--- src/rtl/ctc_pkg.sv ---
package ctc_pkg;

	localparam int DEF_MAX_COLUMNS = 8;
	localparam int DEF_MAX_ROWS    = 8;
	localparam int KEY_SLOTS       = 8;
	localparam int KEY_W           = 64;
	localparam int KEYLEN_W        = 4;
	localparam int CFG_DATA_W      = KEY_W;
	localparam int CFG_INDEX_W     = 1;

	localparam logic [7:0] PAD_BYTE = 8'h20;

	localparam logic [CFG_INDEX_W-1:0] CFG_KEY_CHARS  = 1'b0;
	localparam logic [CFG_INDEX_W-1:0] CFG_KEY_LENGTH = 1'b1;

	localparam logic [1:0] STATUS_OK    = 2'd0;
	localparam logic [1:0] STATUS_TRUNC = 2'd1;
	localparam logic [1:0] STATUS_EMPTY = 2'd2;

	typedef struct packed {
		logic       mode;
		logic [7:0] data_in;
		logic       last_in;
	} in_word_t;

	typedef struct packed {
		logic [7:0] data_out;
		logic       last_out;
		logic [1:0] status;
	} out_word_t;

	// controller to datapath
	typedef struct packed {
		logic take;
		logic setup;
		logic rank;
		logic divide;
		logic issue;
		logic load;
		logic empty;
	} ctc_cmd_t;

	// datapath to controller
	typedef struct packed {
		logic rank_done;
		logic div_done;
		logic rows_zero;
		logic out_last;
	} ctc_sts_t;

endpackage

--- src/rtl/ctc_ram.sv ---
module ctc_ram #(
	parameter int WIDTH = 8,
	parameter int DEPTH = 64
) (
	input  logic                     clk,
	input  logic                     we,
	input  logic [$clog2(DEPTH)-1:0] waddr,
	input  logic [WIDTH-1:0]         wdata,
	input  logic                     re,
	input  logic [$clog2(DEPTH)-1:0] raddr,
	output logic [WIDTH-1:0]         rdata
);

	logic [WIDTH-1:0] mem_q [DEPTH];

	always_ff @(posedge clk) begin
		if (we) begin
			mem_q[waddr] <= wdata;
		end
		if (re) begin
			rdata <= mem_q[raddr];
		end
	end

endmodule

--- src/rtl/ctc_ctrl.sv ---
module ctc_ctrl
	import ctc_pkg::*;
(
	input  logic     clk,
	input  logic     arst_n,
	input  logic     in_valid,
	input  logic     last_in,
	output logic     in_stall,
	output logic     out_valid,
	input  logic     out_stall,
	output ctc_cmd_t cmd,
	input  ctc_sts_t sts
);

	typedef enum logic [7:0] {
		ST_IDLE   = 8'b0000_0001,
		ST_SETUP  = 8'b0000_0010,
		ST_RANK   = 8'b0000_0100,
		ST_DIVIDE = 8'b0000_1000,
		ST_ISSUE  = 8'b0001_0000,
		ST_LOAD   = 8'b0010_0000,
		ST_SEND   = 8'b0100_0000,
		ST_EMPTY  = 8'b1000_0000
	} ctc_state_t;

	ctc_state_t state_q, state_d;

	always_comb begin
		state_d   = state_q;
		cmd       = '0;
		in_stall  = 1'b1;
		out_valid = 1'b0;
		case (state_q)
			ST_IDLE: begin
				in_stall = 1'b0;
				cmd.take = in_valid;
				if (in_valid && last_in) begin
					state_d = ST_SETUP;
				end
			end
			ST_SETUP: begin
				cmd.setup = 1'b1;
				state_d   = ST_RANK;
			end
			ST_RANK: begin
				cmd.rank = 1'b1;
				if (sts.rank_done) begin
					state_d = ST_DIVIDE;
				end
			end
			ST_DIVIDE: begin
				cmd.divide = 1'b1;
				if (sts.div_done) begin
					state_d = sts.rows_zero ? ST_EMPTY : ST_ISSUE;
				end
			end
			ST_ISSUE: begin
				cmd.issue = 1'b1;
				state_d   = ST_LOAD;
			end
			ST_LOAD: begin
				cmd.load = 1'b1;
				state_d  = ST_SEND;
			end
			ST_EMPTY: begin
				cmd.empty = 1'b1;
				state_d   = ST_SEND;
			end
			ST_SEND: begin
				out_valid = 1'b1;
				if (!out_stall) begin
					if (sts.out_last) begin
						state_d = ST_IDLE;
					end else begin
						// fetch the next word while this one leaves
						cmd.issue = 1'b1;
						state_d   = ST_LOAD;
					end
				end
			end
			default: begin
				state_d = ST_IDLE;
			end
		endcase
	end

	always_ff @(posedge clk or negedge arst_n) begin
		if (!arst_n) begin
			state_q <= ST_IDLE;
		end else begin
			state_q <= state_d;
		end
	end

endmodule

--- src/rtl/ctc_dp.sv ---
module ctc_dp
	import ctc_pkg::*;
#(
	parameter int MAX_COLUMNS = DEF_MAX_COLUMNS,
	parameter int MAX_ROWS    = DEF_MAX_ROWS
) (
	input  logic                clk,
	input  logic                arst_n,
	input  in_word_t            in_data,
	input  logic [KEY_W-1:0]    key_chars,
	input  logic [KEYLEN_W-1:0] key_length,
	input  ctc_cmd_t            cmd,
	output ctc_sts_t            sts,
	output out_word_t           out_data
);

	localparam int KEY_COLS = (MAX_COLUMNS < KEY_SLOTS) ? MAX_COLUMNS : KEY_SLOTS;
	localparam int DEPTH    = MAX_ROWS * MAX_COLUMNS;
	localparam int AW       = $clog2(DEPTH);
	localparam int CNTW     = $clog2(DEPTH + 1);
	localparam int LW       = $clog2(KEY_COLS + 1);
	localparam int CW       = $clog2(KEY_COLS);
	localparam int RW       = $clog2(MAX_ROWS + 1);

	logic [CNTW-1:0] count_q;
	logic            ovf_q;
	logic            mode_q;
	logic [LW-1:0]   len_q;
	logic [CNTW-1:0] n_q;
	logic            trunc_q;
	logic [CNTW-1:0] acc_q;
	logic [RW-1:0]   rows_q;
	logic [CW-1:0]   col_q;
	logic [RW-1:0]   row_q;
	logic [CW-1:0]   rank_q  [KEY_COLS];
	logic [CW-1:0]   order_q [KEY_COLS];
	logic            pad_s1;
	logic            last_s1;
	out_word_t       out_q;

	logic [LW-1:0]   eff_len;
	logic [CNTW-1:0] cap;
	logic [7:0]      key_j;
	logic [CW-1:0]   rank_cnt;
	logic [CW-1:0]   rank_new;
	logic [CNTW:0]   div_sum;
	logic            div_fits;
	logic            col_end;
	logic            row_end;
	logic [CNTW-1:0] idx;
	logic            store_we;
	logic [7:0]      ram_rdata;

	// effective key length: zero acts as one, saturate at the column limit
	always_comb begin
		if (key_length == '0) begin
			eff_len = LW'(1);
		end else if (key_length > KEYLEN_W'(KEY_COLS)) begin
			eff_len = LW'(KEY_COLS);
		end else begin
			eff_len = LW'(key_length);
		end
	end

	assign cap = CNTW'(MAX_ROWS) * CNTW'(eff_len);

	// rank of column col_q: lower keys, and equal keys at lower columns, go first
	always_comb begin
		key_j    = key_chars[8*col_q +: 8];
		rank_cnt = '0;
		for (int k = 0; k < KEY_COLS; k++) begin
			if ((LW'(k) < len_q) && ((key_chars[8*k +: 8] < key_j) ||
			    ((key_chars[8*k +: 8] == key_j) && (CW'(k) < col_q)))) begin
				rank_cnt = rank_cnt + 1'b1;
			end
		end
		rank_new = rank_cnt;
	end

	assign div_sum  = {1'b0, acc_q} + (CNTW+1)'(len_q);
	assign div_fits = div_sum <= {1'b0, n_q};

	assign col_end = col_q == CW'(len_q - 1'b1);
	assign row_end = row_q == RW'(rows_q - 1'b1);

	// encrypt walks a column top to bottom, decrypt rebuilds a row from column runs
	always_comb begin
		if (!mode_q) begin
			idx = CNTW'(row_q) * CNTW'(len_q) + CNTW'(order_q[col_q]);
		end else begin
			idx = CNTW'(rank_q[col_q]) * CNTW'(rows_q) + CNTW'(row_q);
		end
	end

	assign store_we = cmd.take && (count_q < CNTW'(DEPTH));

	ctc_ram #(
		.WIDTH(8),
		.DEPTH(DEPTH)
	) u_store (
		.clk  (clk),
		.we   (store_we),
		.waddr(count_q[AW-1:0]),
		.wdata(in_data.data_in),
		.re   (cmd.issue),
		.raddr(idx[AW-1:0]),
		.rdata(ram_rdata)
	);

	always_ff @(posedge clk or negedge arst_n) begin
		if (!arst_n) begin
			count_q <= '0;
			ovf_q   <= 1'b0;
			mode_q  <= 1'b0;
			len_q   <= LW'(1);
			n_q     <= '0;
			trunc_q <= 1'b0;
			acc_q   <= '0;
			rows_q  <= '0;
			col_q   <= '0;
			row_q   <= '0;
		end else begin
			if (cmd.take) begin
				if (count_q == '0 && !ovf_q) begin
					mode_q <= in_data.mode;
				end
				if (count_q < CNTW'(DEPTH)) begin
					count_q <= count_q + 1'b1;
				end else begin
					ovf_q <= 1'b1;
				end
			end
			if (cmd.setup) begin
				len_q   <= eff_len;
				n_q     <= (count_q > cap) ? cap : count_q;
				trunc_q <= ovf_q || (count_q > cap);
				count_q <= '0;
				ovf_q   <= 1'b0;
				acc_q   <= '0;
				rows_q  <= '0;
				col_q   <= '0;
				row_q   <= '0;
			end
			if (cmd.rank) begin
				col_q <= col_end ? '0 : col_q + 1'b1;
			end
			if (cmd.divide) begin
				if (div_fits) begin
					acc_q  <= div_sum[CNTW-1:0];
					rows_q <= rows_q + 1'b1;
				end else if (!mode_q && acc_q != n_q) begin
					// partial last row, padded on the way out
					rows_q <= rows_q + 1'b1;
				end
			end
			if (cmd.issue) begin
				if (!mode_q) begin
					if (row_end) begin
						row_q <= '0;
						col_q <= col_q + 1'b1;
					end else begin
						row_q <= row_q + 1'b1;
					end
				end else begin
					if (col_end) begin
						col_q <= '0;
						row_q <= row_q + 1'b1;
					end else begin
						col_q <= col_q + 1'b1;
					end
				end
			end
		end
	end

	always_ff @(posedge clk) begin
		if (cmd.rank) begin
			rank_q[col_q]     <= rank_new;
			order_q[rank_new] <= col_q;
		end
		if (cmd.issue) begin
			pad_s1  <= !mode_q && (idx >= n_q);
			last_s1 <= col_end && row_end;
		end
		if (cmd.load) begin
			out_q.data_out <= pad_s1 ? PAD_BYTE : ram_rdata;
			out_q.last_out <= last_s1;
			out_q.status   <= trunc_q ? STATUS_TRUNC : STATUS_OK;
		end else if (cmd.empty) begin
			out_q.data_out <= '0;
			out_q.last_out <= 1'b1;
			out_q.status   <= STATUS_EMPTY;
		end
	end

	assign sts.rank_done = col_end;
	assign sts.div_done  = !div_fits;
	assign sts.rows_zero = (rows_q == '0) && (mode_q || acc_q == n_q);
	assign sts.out_last  = out_q.last_out;
	assign out_data      = out_q;

endmodule

--- src/rtl/columnar_transposition_cipher_core.sv ---
// Columnar transposition cipher. Message bytes are taken one per cycle while idle and
// kept in a byte store of MAX_ROWS*MAX_COLUMNS entries until the word marked last_in;
// the mode of the first word selects encrypt (rows of key_length bytes, space padded,
// read out by columns in ascending key order, ties to the lower column) or decrypt
// (whole rows only, columns refilled in key order, read out by rows). After the last
// word the core runs a setup step, ranks the key columns and finds the row count, then
// delivers the result words, each through a registered store read and then the output
// register, while out_stall is low. A new message is accepted once the final result
// word has been taken. Input past the store, or past MAX_ROWS rows, is dropped and
// every result word then carries status 1; a decrypt message with no full row instead
// gives one word of 0 with status 2.
module columnar_transposition_cipher_core
	import ctc_pkg::*;
#(
	parameter int MAX_COLUMNS = DEF_MAX_COLUMNS,
	parameter int MAX_ROWS    = DEF_MAX_ROWS
) (
	input  logic                   clk,
	input  logic                   arst_n,
	input  logic                   in_valid,
	output logic                   in_stall,
	input  in_word_t               in_data,
	output logic                   out_valid,
	input  logic                   out_stall,
	output out_word_t              out_data,
	input  logic                   cfg_we,
	input  logic [CFG_INDEX_W-1:0] cfg_index,
	input  logic [CFG_DATA_W-1:0]  cfg_data
);

	logic [KEY_W-1:0]    key_chars_q;
	logic [KEYLEN_W-1:0] key_length_q;
	ctc_cmd_t            cmd;
	ctc_sts_t            sts;

	always_ff @(posedge clk or negedge arst_n) begin
		if (!arst_n) begin
			key_chars_q  <= '0;
			key_length_q <= KEYLEN_W'(1);
		end else if (cfg_we) begin
			case (cfg_index)
				CFG_KEY_CHARS:  key_chars_q  <= cfg_data[KEY_W-1:0];
				CFG_KEY_LENGTH: key_length_q <= cfg_data[KEYLEN_W-1:0];
				default: ;
			endcase
		end
	end

	ctc_ctrl u_ctrl (
		.clk      (clk),
		.arst_n   (arst_n),
		.in_valid (in_valid),
		.last_in  (in_data.last_in),
		.in_stall (in_stall),
		.out_valid(out_valid),
		.out_stall(out_stall),
		.cmd      (cmd),
		.sts      (sts)
	);

	ctc_dp #(
		.MAX_COLUMNS(MAX_COLUMNS),
		.MAX_ROWS   (MAX_ROWS)
	) u_dp (
		.clk       (clk),
		.arst_n    (arst_n),
		.in_data   (in_data),
		.key_chars (key_chars_q),
		.key_length(key_length_q),
		.cmd       (cmd),
		.sts       (sts),
		.out_data  (out_data)
	);

endmodule
--- config.mk ---
export PLATFORM = sky130hd
export DESIGN_NAME = columnar_transposition_cipher_core
export DESIGN_NICKNAME = d
export VERILOG_FILES = /design/src/rtl/ctc_pkg.sv /design/src/rtl/ctc_ram.sv /design/src/rtl/ctc_ctrl.sv /design/src/rtl/ctc_dp.sv /design/src/rtl/columnar_transposition_cipher_core.sv
export SDC_FILE = /design/constraint.sdc
export NUM_CORES = 1
export LEC_CHECK = 0
export ABC_CLOCK_PERIOD_IN_PS = 11300
export BUFFER_PORTS_ARGS = -buffer_cell sky130_fd_sc_hd__buf_2
export CELL_PAD_IN_SITES_DETAIL_PLACEMENT = 2
export CELL_PAD_IN_SITES_GLOBAL_PLACEMENT = 2
export CORE_MARGIN = 1
export CORE_UTILIZATION = 44
export CTS_BUF_LIST = sky130_fd_sc_hd__clkbuf_4 sky130_fd_sc_hd__clkbuf_8 sky130_fd_sc_hd__clkbuf_16
export DETAILED_ROUTE_END_ITERATION = 6
export PLACE_DENSITY = 0.77
export SKIP_CTS_REPAIR_TIMING = 1
export SYNTH_ARGS = -nofsm -noshare
export SYNTH_HDL_FRONTEND = slang
export SYNTH_SLANG_ARGS = --single-unit
--- constraint.sdc ---
create_clock -name clk -period 11.3 [get_ports clk]
set_clock_uncertainty 0.2 [all_clocks]
set_input_delay 2.26 -clock clk [delete_from_list [all_inputs] [get_ports clk]]
set_output_delay 2.26 -clock clk [all_outputs]
set_load 0.01 [all_outputs]
## Word-level counts from Yosys, hierarchy flattened

Memory sizes are Yosys's and may differ from the RTL's. A register that Yosys moved wholly into a read port is not among the register bits.
Cells that the tools add are included.
Widths: inputs -> output; s select.

- Add/sub/neg operators: 16
- Multiply operators: 2
- Order comparisons: 29
- Eq/ne operators: 25
- Shifts and indexed selects: 1
- Mux-type cells: 62
- Bitwise operators: 1
- Reduce and logical (&&, ||, !) cells: 48

Operator list:

| operator | number |
|---|---|
| $eq 8x8->1 | 8 |
| $lt 8x8->1 | 8 |
| $shiftx 64x7->8 | 1 |
| $mux 7 | 8 |
| $pmux 8 s7 | 1 |
| $mux 8 | 6 |
| $mux 4 | 11 |
| $mux 3 | 13 |
| $logic_and 1x1->1 | 23 |
| $mux 11 | 2 |
| $add 3x1->3 const B | 7 |
| $mux 1 | 19 |
| $lt 3x4->1 const A | 4 |
| $lt 3x3->1 const A | 4 |
| $logic_or 1x1->1 | 10 |
| $reduce_and 2->1 | 5 |
| $add 4x1->4 const B | 2 |
| $add 7x4->8 | 1 |
| $eq 8x1->1 const B | 1 |
| $eq 8x2->1 const B | 1 |
| $eq 8x3->1 const B | 1 |
| $eq 8x4->1 const B | 1 |
| $eq 8x5->1 const B | 1 |
| $eq 8x6->1 const B | 1 |
| 34 further kinds | 45 |

- Register bits: 128
- Bits in writable memories: 560
- Input bits: 80
- Output and inout bits: 13
- Word-level logic and storage cells: 205
- Memories: 3

Memory list:

| memory | words | bits a word | rd ports | clocked after memory_dff | wr ports | RTL line | text |
|---|---|---|---|---|---|---|---|
| u_dp.u_store.mem_q | 64 | 8 | 1 | 1 | 1 | ctc_ram.sv:14 | `logic [WIDTH-1:0] mem_q [DEPTH];` |
| u_dp.order_q | 8 | 3 | 1 | 0 | 1 | ctc_dp.sv:36 | `logic [CW-1:0] order_q [KEY_COLS];` |
| u_dp.rank_q | 8 | 3 | 1 | 0 | 1 | ctc_dp.sv:35 | `logic [CW-1:0] rank_q [KEY_COLS];` |

## Depth between registers and ports, before layout

Gate-level depths: netlist of run 1.

- Depth in word-level cells: 20
- Depth in mapped cells: 37
- Depth with buffers taken out: 34

## Modules after synthesis

From an unflattened synthesis of run 1, not the netlist that was laid out.

- Cells, all modules: 2056
- Area, all modules: 32416.1 µm²

Modules (own cells, without submodules):

| module | times used | cells an instance | area each (µm²) | seq. area each (µm²) |
|---|---|---|---|---|
| ctc_ram | 1 | 940 | 20246.9 | 15615.0 |
| ctc_dp | 1 | 905 | 8739.6 | 2808.9 |
| columnar_transposition_cipher_core | 1 | 145 | 2851.5 | 1702.9 |
| ctc_ctrl | 1 | 66 | 578.1 | 201.4 |

## Least setup slack after synthesis of run 1

OpenSTA, ideal clock, no wires.

- Path type: register to register
- Start point: register u_dp.col_q[1]
- End point: memory u_dp.order_q[4][0] in the netlist's numbering, enable pin
- Library setup time: 319 ps
- Arrival time: 7300 ps
- Data required time: 10781 ps
- Setup slack: 3481 ps
- Cell stages (with the launch flop): 32
- Buffers on the path: 4
- Period minus slack after synthesis: 7819 ps
- Cell sequence: dfrtp_1 > buf_2 > buf_1 > clkbuf_1 > clkbuf_1 > mux2i_1 > nor2_1 > a311oi_1 > ha_1 > a21o_1 > a21oi_1 > o21ai_0 > o31a_1 > a21o_1 > inv_1 > ha_1 > xor2_1 > ha_1 > o21ai_0 > a21bo_2 > ha_1 > inv_1 > mux2i_1 > a21oi_1 > inv_1 > ha_1 > o211a_1 > xor3_1 > xor3_1 > xnor2_1 > nand2_1 > nor2_1

- Longest elaborated chain between the ends: 20
- Elaborated cells on any way between the ends: 64
- Those cells by class: add/sub: 7; order compare: 16; eq/ne: 8; shift: 1; mux: 8; reduce/logical: 24

Ends and longest elaborated chain:

| item | RTL line | text |
|---|---|---|
| start, declared | ctc_dp.sv:33 | `logic [CW-1:0] col_q;` |
| start signal, assigned | ctc_dp.sv:145 | `col_q <= col_end ? '0 : col_q + 1'b1;` |
| start signal, assigned | ctc_dp.sv:160 | `col_q <= col_q + 1'b1;` |
| start signal, assigned | ctc_dp.sv:169 | `col_q <= col_q + 1'b1;` |
| parallel branches: the longest is 19 deep, another holds $lt 8x8->1 | -- |  |
| $mux 3 * | ctc_dp.sv:72 | `if ((LW'(k) < len_q) && ((key_chars[8*k +: 8] < key_j) \|\|` |
| named net u_dp.rank_cnt[2] | ctc_dp.sv:44 | `logic [CW-1:0] rank_cnt;` |
| end, declared | ctc_dp.sv:36 |  |

Mark *: on every way through the listed nets, which the timed path passes.

## Final worst setup path of run 1

- Start point: register u_dp.col_q[0]
- End point: memory u_dp.order_q[5][1] in the netlist's numbering, enable pin

Same word-level chain as after synthesis.

==> run summary, run 1 <==
TritonCTS created 78 clock buffers. The die width is 273 µm. Pin placement for this block handled 93 I/O pins.

Setup slack on the worst reg-to-reg path comes out at 1.72 ns. The filler cells instantiated in the layout total 6996. The weighted congestion at the end of routability-driven global placement is 0.836.

The maximum operating frequency came out at 104 MHz. The transition time at the pin with the least slew margin came out at 1.45 ns. The count of nets left with antenna violations once routing finished came out at 0. TritonCTS built the clock tree.

The area growth from synthesis to layout came out at 12.7%. By startpoint and endpoint, the worst setup path is classified as reg -> reg. During placement, the flow inserted port buffers numbering 92. The post-detailed-route DRC marker count is 0. The register area share after synthesis came out at 0.629.

In this run the most critical hold path is launched from u_dp.last_s1. The number of failing setup endpoints in the final timing report came out at 0. The maximum fanout encountered on the critical timing path is 32.

For this block, the initial DRC count from the detailed router was 1502. The number of hold violations in the final report was 0. The tree built by TritonCTS fans out to 696 sinks.

The vertical die dimension came out at 273 µm. The post-detailed-placement half-perimeter wirelength came out at 65.3 mm. The depth of the worst register-to-register path is 31. The slowest stage of the critical path belongs to the cell sky130_fd_sc_hd__a221oi_1. In the synthesized netlist the async set-or-reset flop fraction comes to 0.165. For this run, the number of Yosys warnings is 0. The cell taking the most area after synthesis is sky130_fd_sc_hd__edfxtp_1. The count of different cell masters after synthesis came out at 81. In the routed layout, each cell is associated on average with a via count of 5.98. Entering global routing, the biggest net connects 130 pins. The floorplan step defined a die boundary enclosing 74600 µm². The critical path buffer and inverter count came out at 4. The clock insertion delay at the later pin of the skew report came out at 0.64 ns. The average instance area after synthesis came out at 12.0 µm². The number of gates on the worst path with buffers counted is 31. The flow ran to the end, and the final reports show no timing, DRC or antenna violations. The global-route total usage across every layer came out at 0.280. Setup repair after global routing left no endpoint under its margin. The largest single stage delay on the critical path is 1.05 ns. The number of nets handed over by synthesis was 2910.

In the finished design, the share of the clock period the worst path needs comes to 0.848. The core box area came out at 72800 µm². The number of nets in the finished design came out at 2960.

Among all flip-flop cells after synthesis, the most frequent one is sky130_fd_sc_hd__edfxtp_1. STA classifies the critical path startpoint as a flip-flop. The relative slew slack came out at 0.0305. The ratio of cells with drive above 1 in the final layout came out at 0.133.

The kind of end point of the critical path is a flip-flop. The number of enable flip-flop cells after synthesis came out at 581. The first global-routing pass estimated 158 mm of wire. By instance count, the cell type seen most on the critical path is sky130_fd_sc_hd__ha_1.

The number of H-tree levels came out at 3. Dividing the detail-routed wire length by the instance count gives 27.6 µm. The root buffer cell chosen for the clock tree is sky130_fd_sc_hd__clkbuf_16.

The number of slew-limit violations in the final report was 0. Synthesis produced a netlist whose cell count is 2690. Counting along the longest clock path gives a buffer depth of 3. The share of Yosys cell area claimed by the top area cell type came out at 0.540. The number of detailed-route iterations in the first pass is 5. The initial standard-cell utilization of the core came out at 0.444.

The critical path endpoint is u_dp.order_q[5][1]. The required time reported for the critical path endpoint came out at 11.37 ns. The number of global-route vias before repair was 25141.

The combined area of all synthesized cells came out at 32300 µm². After synthesis the netlist holds a flip-flop and latch count of 696. The number of antenna violations at the first check in global routing came to 5. Summed over all failing endpoints, the final setup total negative slack is 0 ns. The max-capacitance violation count is 0.

The cell family contributing the most delay on the critical path is compound AO/OA/AOI/OAI gates. The final critical-path required period is 9.58 ns. Summing over every cut layer, the via total after detailed routing is 22526.

The worst register-to-register path ends at u_dp.order_q[5][1]. The total wire length is 104 mm. The register clock-pin slew on the reported worst setup and hold paths is 0.06 ns. Summed over all layers, the global routing overflow is 0. The floorplan has 99 rows. The critical path data arrival time came out at 9.66 ns.

In this run the worst setup path begins at u_dp.col_q[0]. In this run the critical register-to-register path is launched from u_dp.col_q[0]. The path class of the tightest hold or removal check is reg -> reg. After synthesis, the cell types taking the most area are sky130_fd_sc_hd__edfxtp_1 (54%), sky130_fd_sc_hd__dfrtp_1 (8.7%), sky130_fd_sc_hd__nand2_1 (7.0%), sky130_fd_sc_hd__ha_1 (5.0%), sky130_fd_sc_hd__a311oi_1 (2.7%).
state kept, by name, indices dropped and copies added, names as in the netlist, 7 cells and up:
signal / count
key_chars_q: 64
u_ctrl.state_q: 8
u_dp.acc_q: 7
u_dp.count_q: 7
u_dp.n_q: 7
u_dp.order_q: 24
u_dp.out_data: 11
u_dp.rank_q: 24
u_dp.u_store.mem_q: 512
u_dp.u_store.rdata: 8
routing by layer:
layer	global-route usage	vias to the layer above	part of all wire
met5	0	-	0
met4	0.0951	0	0.032
met3	0.0374	187	0.039
met2	0.494	536	0.52
met1	0.354	11832	0.41
li1	-	9971	-
worst min-delay path by stage:
stage	depth (start not counted)	end
2_1_floorplan	2	u_dp.ovf_q
3_3_place_gp	1	u_dp.out_data[2]
3_5_place_dp	1	u_dp.out_data[3]
4_1_cts	1	u_dp.out_data[2]
5_1_grt	1	u_dp.out_data[3]
6_report	1	u_dp.out_data[2]
placed cells by master, fill, tap and decap left out, types with 70 or more instances in the layout:
master | Yosys | final
sky130_fd_sc_hd__dfrtp_1 | 112 | 109
sky130_fd_sc_hd__ha_1 | 129 | 129
sky130_fd_sc_hd__nand2_1 | 602 | 602
sky130_fd_sc_hd__nor2_1 | 147 | 147
sky130_fd_sc_hd__and3_1 | 70 | 70
sky130_fd_sc_hd__nand3_1 | 156 | 156
sky130_fd_sc_hd__a311oi_1 | 98 | 98
sky130_fd_sc_hd__edfxtp_1 | 581 | 581
sky130_fd_sc_hd__clkbuf_16 | 0 | 80
sky130_fd_sc_hd__buf_2 | 12 | 91
synth_stat cells, types with 65 or more instances:
cell                         n
sky130_fd_sc_hd__inv_1      65
sky130_fd_sc_hd__nand2_1   602
sky130_fd_sc_hd__a21oi_1    65
sky130_fd_sc_hd__dfrtp_1   112
sky130_fd_sc_hd__nor2_1    147
sky130_fd_sc_hd__mux2_2     69
sky130_fd_sc_hd__clkbuf_1  122
sky130_fd_sc_hd__a311oi_1   98
sky130_fd_sc_hd__ha_1      129
sky130_fd_sc_hd__and3_1     70
sky130_fd_sc_hd__nand3_1   156
sky130_fd_sc_hd__edfxtp_1  581
kinds of logic (layout without fill, tap and decap cells):
| kind of cell | Yosys count | count (layout) | share of synthesized area |
|---|---|---|---|
| AOI/OAI and AO/OA | 382 | 382 | 0.0850 |
| adders and majority gates | 140 | 140 | 0.0567 |
| xor gates and xnor gates | 52 | 52 | 0.0163 |
| buffers and inverters | 221 | 336 | 0.0261 |
| DFF | 696 | 696 | 0.629 |
| muxes | 107 | 107 | 0.0393 |
| other | 0 | 1 | 0 |
| and+or+nand+nor | 1092 | 1092 | 0.148 |
per-stage QoR:
| stage | instances | util | instance area, µm² | setup slack (ns) | hold slack, ns |
|---|---|---|---|---|---|
| after floorplan | 2690 | - | 32300 | 3.48 | 0.280 |
| after global placement | 3619 | 0.463 | 33800 | 2.85 | 0.291 |
| after detailed placement | 3619 | 0.463 | 33800 | 2.13 | 0.313 |
| after CTS | 3764 | 0.500 | 36400 | 1.91 | 0.331 |
| after global routing | 3764 | 0.500 | 36400 | 1.32 | 0.337 |
| final | 3765 | 0.500 | 36400 | 1.72 | 0.321 |
cell type report:
class / count / area, µm² / area share
repair buffers: 123 / 721 / 0.0198
clock inverters: 53 / 583 / 0.0160
clock buffers: 92 / 2100 / 0.0577
inverters: 68 / 265 / 0.00728
well taps: 959 / 1200 / 0.0329
diodes: 1 / 2.50 / 0.0000687
flip-flops and latches: 696 / 20300 / 0.558
multi-input cells: 1773 / 11200 / 0.308
Power of run 1 is left out: the tool's default activity adds up to more than one toggle a clock period on the data nets, which glitch-free logic cannot reach.
==> run 2, diff against run 1 <==
--- a/config.mk
+++ b/config.mk
@@ -5,15 +5,15 @@
 export SDC_FILE = /design/constraint.sdc
 export NUM_CORES = 1
 export LEC_CHECK = 0
-export ABC_CLOCK_PERIOD_IN_PS = 11300
+export ABC_CLOCK_PERIOD_IN_PS = 8260
 export BUFFER_PORTS_ARGS = -buffer_cell sky130_fd_sc_hd__buf_2
 export CELL_PAD_IN_SITES_DETAIL_PLACEMENT = 2
 export CELL_PAD_IN_SITES_GLOBAL_PLACEMENT = 2
 export CORE_MARGIN = 1
-export CORE_UTILIZATION = 44
+export CORE_UTILIZATION = 39
 export CTS_BUF_LIST = sky130_fd_sc_hd__clkbuf_4 sky130_fd_sc_hd__clkbuf_8 sky130_fd_sc_hd__clkbuf_16
 export DETAILED_ROUTE_END_ITERATION = 6
-export PLACE_DENSITY = 0.77
+export PLACE_DENSITY = 0.72
 export SKIP_CTS_REPAIR_TIMING = 1
 export SYNTH_ARGS = -nofsm -noshare
 export SYNTH_HDL_FRONTEND = slang
==> constraint.sdc (replaced) <==
create_clock -name clk -period 8.26 [get_ports clk]
set_clock_uncertainty 0.2 [all_clocks]
set_input_delay 1.652 -clock clk [delete_from_list [all_inputs] [get_ports clk]]
set_output_delay 1.652 -clock clk [all_outputs]
set_load 0.01 [all_outputs]
==> run summary, run 2 (synthesis gave the netlist of run 1 again) <==
The maximum fanout encountered on the critical timing path is 20 (-38%). The worst hold slack is 0.322 ns (+0.000818 ns). The vertical die dimension came out at 290 µm (+6.2%). The accumulated negative setup slack was 0 ns (unchanged). The register clock-pin slew on the reported worst setup and hold paths is 0.06 ns (about the same).

The core box area was 82100 µm² (+13%). The number of slew-limit violations in the final report came out at 0 (unchanged). The flip-flop count of the largest register after layout is 512 (unchanged).

The total global routing overflow is 0 (unchanged). The number of antenna violations at the first check in global routing is 4 (-1). The initial standard-cell utilization of the core came out at 0.394 (-0.0502).

The worst setup path is launched from a flip-flop. The transition time at the pin with the least slew margin was 1.12 ns (-0.332 ns). The number of vias after detailed routing is 22335 (-0.85%). The clock insertion delay at the later pin of the skew report is 0.66 ns (+0.02 ns). The DRC marker count from the first detailed-route iteration came out at 1453 (-3.3%). The area growth from synthesis to layout is 13.8%.

TritonCTS built the clock tree. The critical path data arrival time came out at 7.90 ns (-1.76 ns). The top register by number of flip-flops is u_dp.u_store.mem_q. The period utilization came to 0.941 (+0.0925).

By instance count, the cell type seen most on the critical path is sky130_fd_sc_hd__ha_1. The post-detailed-route DRC marker count is 0 (unchanged). The root buffer cell chosen for the clock tree is sky130_fd_sc_hd__clkbuf_16. The ratio of cells with drive above 1 in the final layout is 0.140 (+0.00675).

The largest incremental delay on the critical path was 0.68 ns (-0.37 ns). The weighted congestion at the end of routability-driven global placement is 0.841 (+0.56%). The run finished with clean final reports. The number of detailed-route iterations in the first pass came out at 5 (unchanged). The global-route total usage across every layer came out at 0.245 (-0.0360). The number of sinks handled by clock tree synthesis is 696 (unchanged). The number of inserted filler cells in the final layout came out at 8076 (+15%). The final critical-path required period came out at 7.77 ns (-1.81 ns). The post-detailed-route via-to-cell ratio came out at 5.73 (-4.2%).

The die width is 290 µm (+6.2%). The boundary pin count is 93 (unchanged). The path type of the worst setup path is reg -> reg. The wire length of the first global-routing pass came out at 157 mm (-0.55%).

The number of rows created at floorplan came out at 105 (+6.1%). The worst hold path belongs to the class reg -> reg. The number of hold violations in the final report is 0 (unchanged). The slowest stage of the critical path belongs to the cell sky130_fd_sc_hd__dfrtp_2.

The critical path buffer and inverter count came to 5 (+1). The worst setup slack after layout is 0.491 ns (-1.23 ns). Leaving out fill and tap cells, the most frequent cells in the layout are sky130_fd_sc_hd__nand2_1 (602), sky130_fd_sc_hd__edfxtp_1 (581), sky130_fd_sc_hd__nand3_1 (156). The number of H-tree levels is 3 (unchanged). Grouping stages by cell kind, the critical path spends the most delay in compound AO/OA/AOI/OAI gates. The max-capacitance violation count came out at 0 (unchanged). The remaining antenna violation count after routing came to 0 (unchanged). The buffer levels on the longest clock path came out at 3 (unchanged). The required time reported for the critical path endpoint came out at 8.39 ns (-2.98 ns). The number of nets in the finished design is 2980 (+0.68%). The total wire length came to 103 mm (-1.2%). The relative slew slack is 0.249 (+0.218). The number of input and output port buffers inserted came out at 92 (unchanged). In the final layout, the registers with the most flip-flops are u_dp.u_store.mem_q: 512 flops, key_chars_q: 64 flops. The maximum number of pins on one net before global-route repair is 151 (+16%). The die footprint came out at 84100 µm² (+13%). The number of global-route vias before repair is 24834 (-1.2%).

Leaving out fill and tap cells, the most frequent cell in the layout is sky130_fd_sc_hd__nand2_1. The total CTS buffers is 81 (+3.8%). The post-detailed-placement half-perimeter wirelength came out at 65.1 mm (-0.28%). The kind of end point of the critical path is a flip-flop. The utilization after layout is 0.448 (-0.0523). The worst setup slack after placement was -0.0186 ns (-2.15 ns).

The routed length per instance came to 26.4 µm (-4.6%). The number of failing setup endpoints in the final timing report is 0 (unchanged). The maximum operating frequency is 129 MHz (+23%). Setup repair after global routing left no endpoint under its margin.
-- run 2: cell count changes in the layout (fill, tap and decap cells not counted), sizes merged --
cell	delta
clkbuf	+21
buf	+16
bufinv	-6
clkinv	-4
clkinvlp	-3
inv	-2
-- run 2: area by class of cell --
type	count	area, µm²	share of cell area
sequential	696	20300	0.553
multi-input combinational	1773	11300	0.306
clock buffer	112	2310	0.0629
tap	1070	1340	0.0364
timing repair buffer	140	905	0.0246
clock inverter	38	369	0.0100
inverter	68	265	0.00721
antenna	1	2.50	0.0000680
-- run 2: worst register-to-register path: cells and delay by family, from the launching register on --
| family | cells | cell delay [ns] |
|---|---|---|
| flip-flops | 1 | 0.68 |
| AND/OR/NAND/NOR | 6 | 1.16 |
| multiplexers | 2 | 0.32 |
| adder cells (fa/ha/maj) | 6 | 1.69 |
| AO/OA/AOI/OAI | 12 | 2.79 |
| buffers and inverters | 5 | 0.52 |
| XOR/XNOR | 1 | 0.08 |
-- run 2: final timing paths --
path / cells after the start / endpoint / slack (ns) / startpoint
min in group asynchronous: 1 / u_ctrl.state_q[4] / 0.86 / arst_n
setup reg to reg: 32 / u_dp.order_q[2][2] / 0.49 / u_dp.col_q[0]
setup / recovery: 32 / u_dp.order_q[2][2] / 0.49 / u_dp.col_q[0]
hold / removal: 1 / u_dp.out_data[4] / 0.32 / u_dp.u_store.rdata[1]
max in group asynchronous: 2 / u_dp.col_q[1] / 5.59 / arst_n
hold reg to reg: 1 / u_dp.out_data[4] / 0.32 / u_dp.u_store.rdata[1]
-- run 2: metrics by stage --
step                      std cells  cell area, µm²
after floorplan                2690           32300
after global placement         3746           34100
after detailed placement       3746           34100
after CTS                      3896           36800
after global routing           3897           36800
final                          3898           36800
-- run 2: routing by layer --
layer	GRT usage	wire length, µm	share of wire	vias to the layer above
met5	0	11	0.00011	-
met1	0.315	44000	0.43	11738
met3	0.0306	3690	0.036	137
li1	-	-	-	10026
met2	0.434	52900	0.51	432
met4	0.0607	2220	0.022	2
Power of run 2 is left out for the same reason.
